### config.mk
export PLATFORM = sky130hd
export DESIGN_NAME = hex_firmware_loader_receiver_flat
export DESIGN_NICKNAME = d
export VERILOG_FILES = /design/src/rtl/core/hfl_pkg.sv /design/src/rtl/core/hfl_if.sv /design/src/rtl/core/hfl_csr.sv /design/src/rtl/core/hfl_keyword.sv /design/src/rtl/core/hfl_hex_parser.sv /design/src/rtl/core/hex_firmware_loader_receiver.sv /design/src/flat_wrapper.sv
export SDC_FILE = /design/constraint.sdc
export NUM_CORES = 1
export LEC_CHECK = 0
export BUFFER_PORTS_ARGS = -buffer_cell sky130_fd_sc_hd__clkbuf_2
export CAP_MARGIN = 20
export CORE_MARGIN = 5
export CORE_UTILIZATION = 50
export DETAILED_ROUTE_END_ITERATION = 8
export PLACE_DENSITY_LB_ADDON = 0.12
export SLEW_MARGIN = 5
export SYNTH_ARGS = -nofsm -noshare
export SYNTH_HDL_FRONTEND = slang
export SYNTH_SLANG_ARGS = --single-unit
### constraint.sdc
create_clock -name clock -period 5.6 [get_ports clock]
set_clock_uncertainty 0.15 [all_clocks]
set_input_delay 0.84 -clock clock [delete_from_list [all_inputs] [get_ports clock]]
set_output_delay 0.84 -clock clock [all_outputs]
set_load 0.01 [all_outputs]
### src/rtl/core/hfl_pkg.sv
// Shared types, codes and constants for the hex firmware loader receiver.
package hfl_pkg;

   localparam int PAGE_BYTES_DEF = 512;
   localparam logic [11:0] FIRST_PAGE_RESET = 12'd128;
   localparam logic [15:0] FINAL_ADDR = 16'hFE00;

   localparam logic [7:0] ASCII_0 = 8'h30;
   localparam logic [7:0] ASCII_9 = 8'h39;
   localparam logic [7:0] ASCII_A = 8'h41;
   localparam logic [7:0] ASCII_F = 8'h46;
   localparam logic [7:0] ASCII_AT = 8'h40;
   localparam logic [7:0] ASCII_UR = 8'h52;
   localparam logic [7:0] ASCII_LR = 8'h72;
   localparam logic [7:0] ASCII_UQ = 8'h51;
   localparam logic [7:0] ASCII_LQ = 8'h71;
   localparam logic [7:0] ASCII_U = 8'h55;

   localparam logic [2:0] KW_LEN = 3'd6;
   localparam logic [2:0] KW_LAST = 3'd5;
   localparam logic [7:0] KEYWORD [6] = '{8'h55, 8'h70, 8'h6C, 8'h6F, 8'h61, 8'h64};

   localparam logic [2:0] EV_NONE = 3'd0;
   localparam logic [2:0] EV_KEYWORD = 3'd1;
   localparam logic [2:0] EV_ADDRESS = 3'd2;
   localparam logic [2:0] EV_WORD = 3'd3;
   localparam logic [2:0] EV_PAGE = 3'd4;
   localparam logic [2:0] EV_FINAL = 3'd5;
   localparam logic [2:0] EV_RESTORE = 3'd6;
   localparam logic [2:0] EV_QUIT = 3'd7;

   localparam logic CSR_UPDATE_MODE = 1'b0;
   localparam logic CSR_FIRST_PAGE = 1'b1;

   typedef struct packed {
      logic        update_mode;
      logic [11:0] first_page;
   } hfl_cfg_type;

   typedef struct packed {
      logic [2:0]  event_res;
      logic [15:0] word_value;
      logic [8:0]  byte_offset;
      logic [11:0] page_number;
      logic [7:0]  page_checksum;
   } hfl_result_type;

endpackage

### src/rtl/core/hfl_if.sv
// Valid/ready channel interfaces for received bytes and result transactions.
interface hfl_req_if;
   logic       valid;
   logic       ready;
   logic [7:0] rx_byte;

   modport source(output valid, output rx_byte, input ready);
   modport sink(input valid, input rx_byte, output ready);
endinterface

interface hfl_rsp_if;
   logic        valid;
   logic        ready;
   logic [2:0]  event_res;
   logic        pass_through;
   logic [15:0] word_value;
   logic [8:0]  byte_offset;
   logic [11:0] page_number;
   logic [7:0]  page_checksum;

   modport source(output valid, output event_res, output pass_through, output word_value,
                  output byte_offset, output page_number, output page_checksum, input ready);
   modport sink(input valid, input event_res, input pass_through, input word_value,
                input byte_offset, input page_number, input page_checksum, output ready);
endinterface

### src/rtl/core/hfl_csr.sv
// APB-style configuration registers: update mode and first page.
module hfl_csr import hfl_pkg::*; (
   input  logic        clock,
   input  logic        reset,
   input  logic        csr_psel,
   input  logic        csr_penable,
   input  logic        csr_pwrite,
   input  logic [2:0]  csr_paddr,
   input  logic [31:0] csr_pwdata,
   output logic [31:0] csr_prdata,
   output logic        csr_pready,
   output hfl_cfg_type cfg
);

   logic        update_mode_ff;
   logic [11:0] first_page_ff;
   logic        wr_en;

   assign csr_pready = 1'b1;
   assign wr_en = csr_psel && csr_penable && csr_pwrite && csr_pready;

   always_ff @(posedge clock) begin
      if (reset) begin
         update_mode_ff <= 1'b0;
         first_page_ff <= FIRST_PAGE_RESET;
      end else if (wr_en) begin
         unique case (csr_paddr[2])
            CSR_UPDATE_MODE: update_mode_ff <= csr_pwdata[0];
            CSR_FIRST_PAGE: first_page_ff <= csr_pwdata[11:0];
            default: ;
         endcase
      end
   end

   always_comb begin
      unique case (csr_paddr[2])
         CSR_UPDATE_MODE: csr_prdata = {31'd0, update_mode_ff};
         CSR_FIRST_PAGE: csr_prdata = {20'd0, first_page_ff};
         default: csr_prdata = 32'd0;
      endcase
   end

   assign cfg.update_mode = update_mode_ff;
   assign cfg.first_page = first_page_ff;

endmodule

### src/rtl/core/hfl_keyword.sv
// Keyword matcher for normal mode: tracks position and match-so-far.
module hfl_keyword import hfl_pkg::*; (
   input  logic       clock,
   input  logic       reset,
   input  logic       advance,
   input  logic [7:0] rx_byte,
   output logic       seen
);

   logic [2:0] pos_ff, pos_in;
   logic       match_ff, match_in;
   logic [2:0] pos_base, pos_inc;
   logic       match_base, match_new, is_u;

   always_comb begin
      is_u = (rx_byte == ASCII_U);
      pos_base = is_u ? 3'd0 : pos_ff;
      match_base = match_ff;
      if (is_u || pos_ff > KW_LAST) begin
         match_base = 1'b1;
      end
      if (pos_base > KW_LAST) begin
         pos_base = 3'd0;
      end
      match_new = match_base && (rx_byte == KEYWORD[pos_base]);
      pos_inc = pos_base + 3'd1;
      if (pos_inc == KW_LEN) begin
         seen = match_new;
         pos_in = 3'd0;
         match_in = 1'b1;
      end else begin
         seen = 1'b0;
         pos_in = pos_inc;
         match_in = match_new;
      end
   end

   always_ff @(posedge clock) begin
      if (reset) begin
         pos_ff <= 3'd0;
         match_ff <= 1'b1;
      end else if (advance) begin
         pos_ff <= pos_in;
         match_ff <= match_in;
      end
   end

endmodule

### src/rtl/core/hfl_hex_parser.sv
// Hex upload parser: address load, word assembly, page fill and checksum.
module hfl_hex_parser import hfl_pkg::*; #(
   parameter int PAGE_BYTES = PAGE_BYTES_DEF
) (
   input  logic           clock,
   input  logic           reset,
   input  logic           advance,
   input  logic [7:0]     rx_byte,
   input  logic [11:0]    first_page,
   output hfl_result_type result
);

   localparam int FILL_W = $clog2(PAGE_BYTES + 2);
   localparam int PAGE_L = $clog2(PAGE_BYTES);
   localparam int PAGE_SH = 16 + PAGE_L;
   localparam logic [16:0] PAGE_RECIP =
      17'(((64'd1 << PAGE_SH) + 64'(PAGE_BYTES) - 64'd1) / 64'(PAGE_BYTES));

   logic              addr_phase_ff, addr_phase_in;
   logic [2:0]        digits_left_ff, digits_left_in;
   logic [15:0]       load_addr_ff, load_addr_in;
   logic [15:0]       word_accum_ff, word_accum_in;
   logic [2:0]        word_left_ff, word_left_in;
   logic [FILL_W-1:0] fill_ff, fill_in;
   logic [11:0]       page_ff, page_in;
   logic [7:0]        xor_ff, xor_in;

   logic              is_digit;
   logic [3:0]        digit;
   logic [1:0]        addr_n;
   logic [15:0]       addr_digit;
   logic [32:0]       page_prod;
   logic [11:0]       page_calc;
   logic [2:0]        word_left_dec;
   logic [15:0]       word_done;
   logic [FILL_W-1:0] fill_add;
   logic [7:0]        xor_add;
   logic [15:0]       addr_add;
   logic [15:0]       addr_back;

   always_comb begin
      is_digit = 1'b0;
      digit = 4'd0;
      if (rx_byte >= ASCII_0 && rx_byte <= ASCII_9) begin
         is_digit = 1'b1;
         digit = 4'(rx_byte - ASCII_0);
      end else if (rx_byte >= ASCII_A && rx_byte <= ASCII_F) begin
         is_digit = 1'b1;
         digit = 4'(rx_byte - ASCII_A + 8'd10);
      end
   end

   assign addr_n = (digits_left_ff != 3'd0) ? 2'(digits_left_ff - 3'd1) : 2'd0;
   assign addr_digit = load_addr_ff | (16'(digit) << {addr_n, 2'b00});
   assign page_prod = 33'(addr_digit) * 33'(PAGE_RECIP);
   assign page_calc = 12'(page_prod >> PAGE_SH) + first_page;
   assign word_left_dec = word_left_ff - 3'd1;
   assign word_done = word_accum_ff | 16'(digit);
   assign fill_add = fill_ff + FILL_W'(2);
   assign xor_add = xor_ff ^ word_done[15:8] ^ word_done[7:0];
   assign addr_add = load_addr_ff + 16'd2;
   assign addr_back = addr_add - 16'(PAGE_BYTES);

   always_comb begin
      addr_phase_in = addr_phase_ff;
      digits_left_in = digits_left_ff;
      load_addr_in = load_addr_ff;
      word_accum_in = word_accum_ff;
      word_left_in = word_left_ff;
      fill_in = fill_ff;
      page_in = page_ff;
      xor_in = xor_ff;
      result = '0;
      if (rx_byte == ASCII_AT) begin
         addr_phase_in = 1'b1;
         load_addr_in = 16'd0;
         word_accum_in = 16'd0;
         digits_left_in = 3'd4;
      end else if (rx_byte == ASCII_UR || rx_byte == ASCII_LR) begin
         result.event_res = EV_RESTORE;
      end else if (rx_byte == ASCII_UQ || rx_byte == ASCII_LQ) begin
         result.event_res = EV_QUIT;
      end else if (is_digit) begin
         if (addr_phase_ff) begin
            digits_left_in = 3'(addr_n);
            load_addr_in = addr_digit;
            page_in = page_calc;
            if (addr_n == 2'd0) begin
               addr_phase_in = 1'b0;
               word_left_in = 3'd4;
               fill_in = '0;
               xor_in = 8'd0;
               result.event_res = EV_ADDRESS;
               result.page_number = page_calc;
            end
         end else if (word_left_ff > 3'd1) begin
            word_left_in = word_left_dec;
            word_accum_in = word_accum_ff | (16'(digit) << {word_left_dec[1:0], 2'b00});
         end else begin
            result.event_res = EV_WORD;
            result.word_value = word_done;
            result.byte_offset = 9'(fill_ff);
            result.page_number = page_ff;
            load_addr_in = addr_add;
            word_left_in = 3'd4;
            word_accum_in = 16'd0;
            fill_in = fill_add;
            xor_in = xor_add;
            if (fill_add >= FILL_W'(PAGE_BYTES)) begin
               result.page_checksum = xor_add;
               result.event_res = (addr_back == FINAL_ADDR) ? EV_FINAL : EV_PAGE;
               fill_in = '0;
               xor_in = 8'd0;
            end
         end
      end
   end

   always_ff @(posedge clock) begin
      if (reset) begin
         addr_phase_ff <= 1'b0;
         digits_left_ff <= 3'd0;
         load_addr_ff <= 16'd0;
         word_accum_ff <= 16'd0;
         word_left_ff <= 3'd0;
         fill_ff <= '0;
         page_ff <= FIRST_PAGE_RESET;
         xor_ff <= 8'd0;
      end else if (advance) begin
         addr_phase_ff <= addr_phase_in;
         digits_left_ff <= digits_left_in;
         load_addr_ff <= load_addr_in;
         word_accum_ff <= word_accum_in;
         word_left_ff <= word_left_in;
         fill_ff <= fill_in;
         page_ff <= page_in;
         xor_ff <= xor_in;
      end
   end

endmodule

### src/rtl/core/hex_firmware_loader_receiver.sv
// Hex firmware loader receiver: input register, parse logic, result register.
// A byte is held in the input register, then its result in the result register.
// Throughput: one byte per cycle while rsp.ready does not stall; the input and result
// registers part the channels, so one byte can be taken while a finished result waits.
// Reset: synchronous, active high; clears both registers' valid flags, the parser
// and matcher state, and the configuration (update mode off, first page 128).
module hex_firmware_loader_receiver import hfl_pkg::*; #(
   parameter int PAGE_BYTES = PAGE_BYTES_DEF
) (
   input  logic        clock,
   input  logic        reset,
   hfl_req_if.sink     req,
   hfl_rsp_if.source   rsp,
   input  logic        csr_psel,
   input  logic        csr_penable,
   input  logic        csr_pwrite,
   input  logic [2:0]  csr_paddr,
   input  logic [31:0] csr_pwdata,
   output logic [31:0] csr_prdata,
   output logic        csr_pready
);

   hfl_cfg_type    cfg;
   hfl_result_type hex_result;
   hfl_result_type result_in, result_ff;
   logic           in_valid_ff;
   logic [7:0]     in_byte_ff;
   logic           out_valid_ff;
   logic           pass_in, pass_ff;
   logic           advance;
   logic           kw_seen;

   hfl_csr u_csr (
      .clock(clock),
      .reset(reset),
      .csr_psel(csr_psel),
      .csr_penable(csr_penable),
      .csr_pwrite(csr_pwrite),
      .csr_paddr(csr_paddr),
      .csr_pwdata(csr_pwdata),
      .csr_prdata(csr_prdata),
      .csr_pready(csr_pready),
      .cfg(cfg)
   );

   assign advance = in_valid_ff && (!out_valid_ff || rsp.ready);
   assign req.ready = !in_valid_ff || advance;

   hfl_keyword u_keyword (
      .clock(clock),
      .reset(reset),
      .advance(advance && !cfg.update_mode),
      .rx_byte(in_byte_ff),
      .seen(kw_seen)
   );

   hfl_hex_parser #(.PAGE_BYTES(PAGE_BYTES)) u_hex_parser (
      .clock(clock),
      .reset(reset),
      .advance(advance && cfg.update_mode),
      .rx_byte(in_byte_ff),
      .first_page(cfg.first_page),
      .result(hex_result)
   );

   always_comb begin
      if (cfg.update_mode) begin
         result_in = hex_result;
         pass_in = 1'b0;
      end else begin
         result_in = '0;
         result_in.event_res = kw_seen ? EV_KEYWORD : EV_NONE;
         pass_in = 1'b1;
      end
   end

   always_ff @(posedge clock) begin
      if (reset) begin
         in_valid_ff <= 1'b0;
      end else if (req.valid && req.ready) begin
         in_valid_ff <= 1'b1;
      end else if (advance) begin
         in_valid_ff <= 1'b0;
      end
   end

   always_ff @(posedge clock) begin
      if (req.valid && req.ready) begin
         in_byte_ff <= req.rx_byte;
      end
   end

   always_ff @(posedge clock) begin
      if (reset) begin
         out_valid_ff <= 1'b0;
      end else if (advance) begin
         out_valid_ff <= 1'b1;
      end else if (rsp.ready) begin
         out_valid_ff <= 1'b0;
      end
   end

   always_ff @(posedge clock) begin
      if (advance) begin
         result_ff <= result_in;
         pass_ff <= pass_in;
      end
   end

   assign rsp.valid = out_valid_ff;
   assign rsp.event_res = result_ff.event_res;
   assign rsp.pass_through = pass_ff;
   assign rsp.word_value = result_ff.word_value;
   assign rsp.byte_offset = result_ff.byte_offset;
   assign rsp.page_number = result_ff.page_number;
   assign rsp.page_checksum = result_ff.page_checksum;

endmodule

### src/flat_wrapper.sv
// flat-port wrapper written by rule: the top's interface ports become plain ports
module hex_firmware_loader_receiver_flat import hfl_pkg::*;
#(
   parameter int PAGE_BYTES = PAGE_BYTES_DEF
)
  (clock, reset, csr_psel, csr_penable, csr_pwrite, csr_paddr, csr_pwdata, csr_prdata, csr_pready, req_valid, req_rx_byte, req_ready, rsp_valid, rsp_event_res, rsp_pass_through, rsp_word_value, rsp_byte_offset, rsp_page_number, rsp_page_checksum, rsp_ready);
  hfl_req_if req_i ();
  hfl_rsp_if rsp_i ();
  input  logic clock;
  input  logic reset;
  input  logic csr_psel;
  input  logic csr_penable;
  input  logic csr_pwrite;
  input  logic [2:0] csr_paddr;
  input  logic [31:0] csr_pwdata;
  output logic [31:0] csr_prdata;
  output logic csr_pready;
  input wire logic [$bits(req_i.valid)-1:0] req_valid;
  input wire logic [$bits(req_i.rx_byte)-1:0] req_rx_byte;
  output wire logic [$bits(req_i.ready)-1:0] req_ready;
  output wire logic [$bits(rsp_i.valid)-1:0] rsp_valid;
  output wire logic [$bits(rsp_i.event_res)-1:0] rsp_event_res;
  output wire logic [$bits(rsp_i.pass_through)-1:0] rsp_pass_through;
  output wire logic [$bits(rsp_i.word_value)-1:0] rsp_word_value;
  output wire logic [$bits(rsp_i.byte_offset)-1:0] rsp_byte_offset;
  output wire logic [$bits(rsp_i.page_number)-1:0] rsp_page_number;
  output wire logic [$bits(rsp_i.page_checksum)-1:0] rsp_page_checksum;
  input wire logic [$bits(rsp_i.ready)-1:0] rsp_ready;
  assign req_i.valid = req_valid;
  assign req_i.rx_byte = req_rx_byte;
  assign req_ready = req_i.ready;
  assign rsp_valid = rsp_i.valid;
  assign rsp_event_res = rsp_i.event_res;
  assign rsp_pass_through = rsp_i.pass_through;
  assign rsp_word_value = rsp_i.word_value;
  assign rsp_byte_offset = rsp_i.byte_offset;
  assign rsp_page_number = rsp_i.page_number;
  assign rsp_page_checksum = rsp_i.page_checksum;
  assign rsp_i.ready = rsp_ready;
  hex_firmware_loader_receiver #(.PAGE_BYTES(PAGE_BYTES)) u_core (.clock(clock), .reset(reset), .req(req_i), .rsp(rsp_i), .csr_psel(csr_psel), .csr_penable(csr_penable), .csr_pwrite(csr_pwrite), .csr_paddr(csr_paddr), .csr_pwdata(csr_pwdata), .csr_prdata(csr_prdata), .csr_pready(csr_pready));
endmodule
==> impl_metrics.yaml, run 1 <==
outcome:
  status: "finished, final reports clean"
synth:
  postSynthRegisterBits: 143
  synthesis.yosys.warnings: 0
  yosys-top-cells-area: "sky130_fd_sc_hd__dfxtp_1 22%, sky130_fd_sc_hd__edfxtp_1 22%, sky130_fd_sc_hd__nand2_1 4.3%"
  avgSynthCellArea_um2: 9.14
  synth_top_flop_cell: "sky130_fd_sc_hd__dfxtp_1"
  yosys.area.top_type_share_pct: 22.4
  ys_types: 75
  synthMostInstantiatedCell: "sky130_fd_sc_hd__nand2_1"
  synth_largest_area_cell: "sky130_fd_sc_hd__dfxtp_1"
  synth_common_cells: "90 x sky130_fd_sc_hd__nand2_1, 87 x sky130_fd_sc_hd__dfxtp_1, 66 x sky130_fd_sc_hd__a21oi_1, 56 x sky130_fd_sc_hd__edfxtp_1, 52 x sky130_fd_sc_hd__nor2_1"
  synth_seq_area_share_pct: 43.9
  synthArstFlopShare_pct: 0
  netlist_instances: 853
  edff_count_synth: 56
  synth_area_mm2: 0.00779
drt:
  first_pass_iters: 5
  drt_iter0_drc: 615
  postRouteAntennaNets: 0
  route.final.wire_length_um: 19200
  routedWlPerCell_um: 16.8
  via_count: 6551
  vias_per_cell: 5.74
  drc: 0
critical_path:
  setup.worst_path.class: "reg -> reg"
  cp_max_fo: 10
  worst-r2r-setup-slack_ps: 1200
  crit_path_end_kind: "flop"
  worstPathArrival_ps: 4420
  startpoint_type: "flop"
  worst_ep_required_time_ps: 5620
run:
  timing.max_cap.violations: 0
clock_tree:
  postCtsSetupBuffers: 0
  cts-hold-fix-buffers: 0
  clock_tree_from_tritoncts: "done"
  worstSkewPairLatency_ps: 430
  cts_repair_resize_count: 0
  h-tree-depth: 4
  max-clock-path-buffers: 2
  cts_made_buffers: 17
  clock-sinks: 143
  path_clk_slew_ps: 60
  cts-root-buf: "sky130_fd_sc_hd__clkbuf_16"
sta:
  final.min_clock_period_ps: 4400
  rsz_0062_raised_after_global_routing: "false"
  fin_crit_share_pct: 78.6
  relative_slew_slack_pct: 21.1
  final_hold_viol_count: 0
  drv_slew: 0
  setup_viol: 0
  fin_worst_hold_slack_ps: 307
  fin_setup_tns_ps: 0
  max_freq_mhz: 227
  worstMarginPinSlew_ps: 1180
cells_and_area:
  regArea_mm2: 0.00342
  antenna_fix_cells: 0
  num-fill-cells: 1351
  layout-area-overhead-vs-synth_pct: 13.6
  post_route_cells_drive_above_1_share_pct: 15.8
  fin_nets: 990
  multi_input_area_mm2: 0.00400
global_route:
  grt.total_usage_pct: 21.2
  antenna_found_initial: 0
  grt_pass1_wl_um: 30900
  grt_remaining_overflow: 0
  first_global_vias: 6152
  maximum_number_of_pins_on_one_net_before_global_route_repair: 53
floorplan:
  fp.dieW_um: 135
  core_area_mm2: 0.0153
  die_height_um: 135
  effective_utilization_at_floorplan_pct: 51.1
  rows: 45
  die_area_mm2: 0.0182
  io-pin-count: 134
placed_design:
  portBuffers: 89
  dp_hpwl_um: 13800
  routabilityCongestion: 0.973
power:
  power-per-cell-area_mw_per_mm2: 263
  power.leakage_nw: 3.40
  worst_ir_drop_vdd_mv: 0.207
hold_path:
  min_path_type: "reg -> reg"
## cell families after synthesis
group / synth area share [%]
AOI/OAI and AO/OA: 20.7
and+or+nand+nor: 20.4
xor gates and xnor gates: 4.61
muxes: 0.787
adders and majority gates: 3.63
other: 0.0964
buffers and inverters: 5.83
DFF: 43.9
## where the power goes
group	switching [W]	internal [W]	total, W
Combinational	0.0000804	0.0000430	0.000123
Clock	0.000449	0.000640	0.00109
Sequential	0.0000170	0.00110	0.00112
Total	0.000546	0.00178	0.00233
## cell type report
class | count | area share, %
timing repair buffer | 95 | 5.68
multi-input combinational | 636 | 45.1
sequential | 143 | 38.7
tap | 211 | 2.98
inverter | 25 | 1.06
clock inverter | 12 | 1.26
clock buffer | 20 | 5.18
## final timing paths
kind	start	to	cells after the start
worst max register to register	u_core.in_byte_ff[0]	u_core.rsp.page_number[10]	15
worst min register to register	u_core.u_hex_parser.page_ff[5]	u_core.u_hex_parser.page_ff[5]	2
worst min-delay path	u_core.u_hex_parser.page_ff[5]	u_core.u_hex_parser.page_ff[5]	2
worst max-delay path	u_core.in_byte_ff[0]	u_core.rsp.page_number[10]	15
## cells in the final DEF (no fill, tap or decap), types with 11 or more instances in the layout
cell type                   netlist  layout
sky130_fd_sc_hd__a211oi_1        19      19
sky130_fd_sc_hd__a21oi_1         66      66
sky130_fd_sc_hd__a22o_1          26      26
sky130_fd_sc_hd__and2_1          38      38
sky130_fd_sc_hd__and3_1          11      11
sky130_fd_sc_hd__clkbuf_16        0      18
sky130_fd_sc_hd__clkbuf_2         0      89
sky130_fd_sc_hd__conb_1           2      22
sky130_fd_sc_hd__dfxtp_1         87      87
sky130_fd_sc_hd__edfxtp_1        56      56
sky130_fd_sc_hd__ha_1            21      21
sky130_fd_sc_hd__inv_1           25      24
sky130_fd_sc_hd__nand2_1         90      90
sky130_fd_sc_hd__nand2b_1        11      11
sky130_fd_sc_hd__nand3_1         22      22
sky130_fd_sc_hd__nor2_1          52      52
sky130_fd_sc_hd__nor3_1          16      15
sky130_fd_sc_hd__o21ai_0         44      44
sky130_fd_sc_hd__xnor2_1         20      20
sky130_fd_sc_hd__xor2_1          21      21
## state kept, by name (all words and copies together), names as in the netlist, 3 cells and up
register,cells
u_core.u_csr.first_page_ff,12
u_core.rsp.page_checksum,8
u_core.u_hex_parser.fill_ff,9
u_core.u_hex_parser.word_accum_ff,16
u_core.rsp.page_number,12
u_core.u_hex_parser.digits_left_ff,3
u_core.rsp.byte_offset,8
u_core.in_byte_ff,8
u_core.u_hex_parser.page_ff,12
u_core.u_hex_parser.load_addr_ff,16
u_core.rsp.word_value,16
u_core.u_hex_parser.xor_ff,8
u_core.u_keyword.pos_ff,3
u_core.u_hex_parser.word_left_ff,3
u_core.rsp.event_res,3
## stage by stage
stage | power, W | worst slack [ps] | cell area (um^2) | utilization, % | instances
floorplan | 0.00123 | 1630 | 7870 | - | 873
global placement | 0.00126 | 1380 | 8250 | 54.1 | 1108
detailed placement | 0.00126 | 1250 | 8250 | 54.1 | 1108
CTS | 0.00234 | 1220 | 8820 | 57.8 | 1140
global route | 0.00241 | 864 | 8850 | 58.0 | 1142
finish | 0.00233 | 1200 | 8850 | 58.0 | 1142
## per-layer routing
metal,up-vias,part of all wire [%],global-route usage (%)
li1,3195,-,-
met3,26,5.3,3.99
met5,-,0,0
met1,3103,45,28.1
met4,0,1.5,6.11
met2,227,48,35.5
## critical path: stages (launching register included)
cell,delay [ps]
sky130_fd_sc_hd__edfxtp_1,450
sky130_fd_sc_hd__inv_1,250
sky130_fd_sc_hd__ha_1,290
sky130_fd_sc_hd__or3b_1,400
sky130_fd_sc_hd__and4_1,370
sky130_fd_sc_hd__a22oi_1,200
sky130_fd_sc_hd__buf_4,180
sky130_fd_sc_hd__o21bai_1,70
sky130_fd_sc_hd__ha_1,230
sky130_fd_sc_hd__fa_1,440
sky130_fd_sc_hd__a211o_1,300
sky130_fd_sc_hd__a21oi_1,170
sky130_fd_sc_hd__o21ai_0,140
sky130_fd_sc_hd__nand4_1,130
sky130_fd_sc_hd__xor2_1,250
sky130_fd_sc_hd__o21ai_0,110
Note: power is estimated with default switching activity, not from simulation.
==> inputs of run 2 (changes only) <==
Settings changed: ABC_AREA from default to 1.
Clock period 5.6 ns to 3.8 ns, I/O delays scaled along.
==> run 2 against run 1 <==
- register-to-register slack worse by 860 ps
- via count down 3.6%
- fmax up 27%
- total power up 57%
- critical endpoint is now u_core.rsp.page_number[11]
- highest routed layer unchanged
==> impl_metrics.yaml, run 2 <==
sta:
  fin_crit_share_pct: 91.1
  fin_setup_tns_ps: 0
  final.min_clock_period_ps: 3460
  drv_slew: 0
  worstMarginPinSlew_ps: 1020
  relative_slew_slack_pct: 31.7
  final_hold_viol_count: 0
  max_freq_mhz: 289
  fin_worst_hold_slack_ps: 174
  setup_viol: 0
cells_and_area:
  layout-area-overhead-vs-synth_pct: 16.9
  finish.instance_area_mm2: 0.00874
  layout.cells.most_common_list: "183 x sky130_fd_sc_hd__nand2_1, 124 x sky130_fd_sc_hd__nor2_1, 123 x sky130_fd_sc_hd__inv_1"
  post_route_cells_drive_above_1_share_pct: 16.4
  fin_nets: 1129
  layout_commonest_cell: "sky130_fd_sc_hd__nand2_1"
  antenna_fix_cells: 0
  final_core_utilization_pct: 59.9
critical_path:
  crit_path_max_incr_delay_ps: 450
  cp_slowest_cell: "sky130_fd_sc_hd__edfxtp_1"
  cp_common_cell: "sky130_fd_sc_hd__nand2_1"
  setup.worst_path.class: "reg -> reg"
  worst_path_dominant_cell_family: "compound AO/OA/AOI/OAI gates"
  critical_path_buf_inv_count: 1
  worst_ep_required_time_ps: 3800
  startpoint_type: "flop"
  crit_path_end_kind: "flop"
  worstPathArrival_ps: 3460
  cp_max_fo: 6
  worstPathCellList: "inv_1 -> ha_1 -> o21ai_0 -> nand2_1 -> nand3_2 -> nand2_1 -> xor2_2 -> nand2_1 -> o21ai_1 -> ha_1 -> a21oi_1 -> nand2_1 -> a31oi_2 -> o21ai_1 -> nand2_1 -> nor2_1 -> xnor2_1 -> o21ai_0"
floorplan:
  io-pin-count: 134
  core_area_mm2: 0.0146
  fp.dieW_um: 132
  effective_utilization_at_floorplan_pct: 51.2
  rows: 44
  die_height_um: 132
  die_area_mm2: 0.0175
placed_design:
  dpl-instance-area_mm2: 0.00804
  routabilityCongestion: 0.895
  portBuffers: 89
  dp_hpwl_um: 12300
clock_tree:
  clock_tree_from_tritoncts: "done"
  cts-root-buf: "sky130_fd_sc_hd__clkbuf_16"
  worstSkewPairLatency_ps: 420
  h-tree-depth: 4
  max-clock-path-buffers: 2
  path_clk_slew_ps: 60
  cts-hold-fix-buffers: 0
  cts_made_buffers: 17
  clock-sinks: 143
synth:
  netlist_instances: 958
  yosys.area.top_type_share_pct: 23.3
  synthMostInstantiatedCell: "sky130_fd_sc_hd__nand2_1"
  synth_largest_area_cell: "sky130_fd_sc_hd__dfxtp_1"
  synth_common_cells: "184 x sky130_fd_sc_hd__nand2_1, 125 x sky130_fd_sc_hd__inv_1, 125 x sky130_fd_sc_hd__nor2_1, 88 x sky130_fd_sc_hd__a21oi_1, 87 x sky130_fd_sc_hd__dfxtp_1"
  synthesis.yosys.warnings: 0
  avgSynthCellArea_um2: 7.80
  synth_seq_area_share_pct: 45.8
  yosys-top-cells-area: "sky130_fd_sc_hd__dfxtp_1 23%, sky130_fd_sc_hd__edfxtp_1 23%, sky130_fd_sc_hd__nand2_1 9.2%"
  edff_count_synth: 56
  synthArstFlopShare_pct: 0
  synth_area_mm2: 0.00747
  ys_types: 44
  synth_top_flop_cell: "sky130_fd_sc_hd__dfxtp_1"
  postSynthRegisterBits: 143
global_route:
  grt_remaining_overflow: 0
  maximum_number_of_pins_on_one_net_before_global_route_repair: 49
  grt.total_usage_pct: 19.4
  antenna_found_initial: 0
  grt_pass1_wl_um: 27900
  first_global_vias: 5836
run:
  timing.max_cap.violations: 0
drt:
  vias_per_cell: 5.03
  routedWlPerCell_um: 13.4
  drc: 0
  drt_iter0_drc: 394
  route.final.wire_length_um: 16800
  postRouteAntennaNets: 0
  first_pass_iters: 5
  via_count: 6312
hold_path:
  min_path_type: "in -> reg"
power:
  worst_ir_drop_vdd_mv: 0.288
  power-per-cell-area_mw_per_mm2: 420
  post-layout-total-power_w: 0.00367
  power.leakage_nw: 3.74
outcome:
  status: "finished, final reports clean"
==> run 2: cell count changes in the layout (fill, tap and decap cells not counted), moves of 11 or more <==
cell                       before  now
sky130_fd_sc_hd__and2_1        38    0
sky130_fd_sc_hd__a21oi_1       66   88
sky130_fd_sc_hd__nand3_1       22   39
sky130_fd_sc_hd__a211oi_1      19    3
sky130_fd_sc_hd__nor2_1        52  124
sky130_fd_sc_hd__nand2b_1      11    0
sky130_fd_sc_hd__inv_1         24  123
sky130_fd_sc_hd__o21ai_1        0   11
sky130_fd_sc_hd__a22o_1        26    0
sky130_fd_sc_hd__nand2_1       90  183
sky130_fd_sc_hd__o21ai_0       44   72
==> run 2: stage by stage <==
stage,setup slack [ps],instances
detailed placement,99.8,1220
finish,340,1254
global placement,199,1220
CTS,83.4,1252
floorplan,434,978
global route,-73.8,1254
==> run 2: cell families (layout without fill, tap and decap cells) <==
| kind of cell | after synthesis | after routing | share of synthesized area [%] |
|---|---|---|---|
| and+or+nand+nor | 397 | 397 | 23.2 |
| AOI/OAI and AO/OA | 192 | 192 | 13.5 |
| buffers and inverters | 173 | 265 | 10.1 |
| DFF | 143 | 143 | 45.8 |
| xor gates and xnor gates | 29 | 29 | 3.40 |
| adders and majority gates | 22 | 22 | 3.78 |
| other | 2 | 22 | 0.100 |
==> run 2: repair_timing <==
action,4_1_cts,5_1_grt
setup buffers,0,2
endpoints found under the setup margin,0,9
resized for setup,0,12
==> run 2: final timing paths <==
kind | depth (start not counted) | slack (ps) | from | end
hold reg to reg | 2 | 320 | u_core.u_hex_parser.fill_ff[9] | u_core.u_hex_parser.fill_ff[9]
hold / removal | 1 | 170 | req_rx_byte[6] | u_core.in_byte_ff[6]
setup reg to reg | 18 | 340 | u_core.in_byte_ff[0] | u_core.rsp.page_number[11]
setup / recovery | 18 | 340 | u_core.in_byte_ff[0] | u_core.rsp.page_number[11]
==> run 2: power breakdown <==
group	switching, W	internal, W
Clock	0.000651	0.00117
Sequential	0.0000199	0.00163
Combinational	0.000137	0.0000654
Total	0.000808	0.00286
==> run 2: routing by layer <==
layer / vias up / part of all wire [%] / track usage (%)
met5: - / 0 / 0
met4: 0 / 1.9 / 6.39
met3: 30 / 4.8 / 4.73
met2: 155 / 47 / 31.8
met1: 2851 / 47 / 25.2
li1: 3276 / - / -
==> run 2: cell type report <==
type,count,area (um^2)
Sequential cell,143,3420
Tap cell,184,230
Fill cell,1363,5850
Clock buffer,19,433
Inverter,130,488
Timing Repair Buffer,103,551
Clock inverter,13,210
Multi-Input combinational cell,662,3400
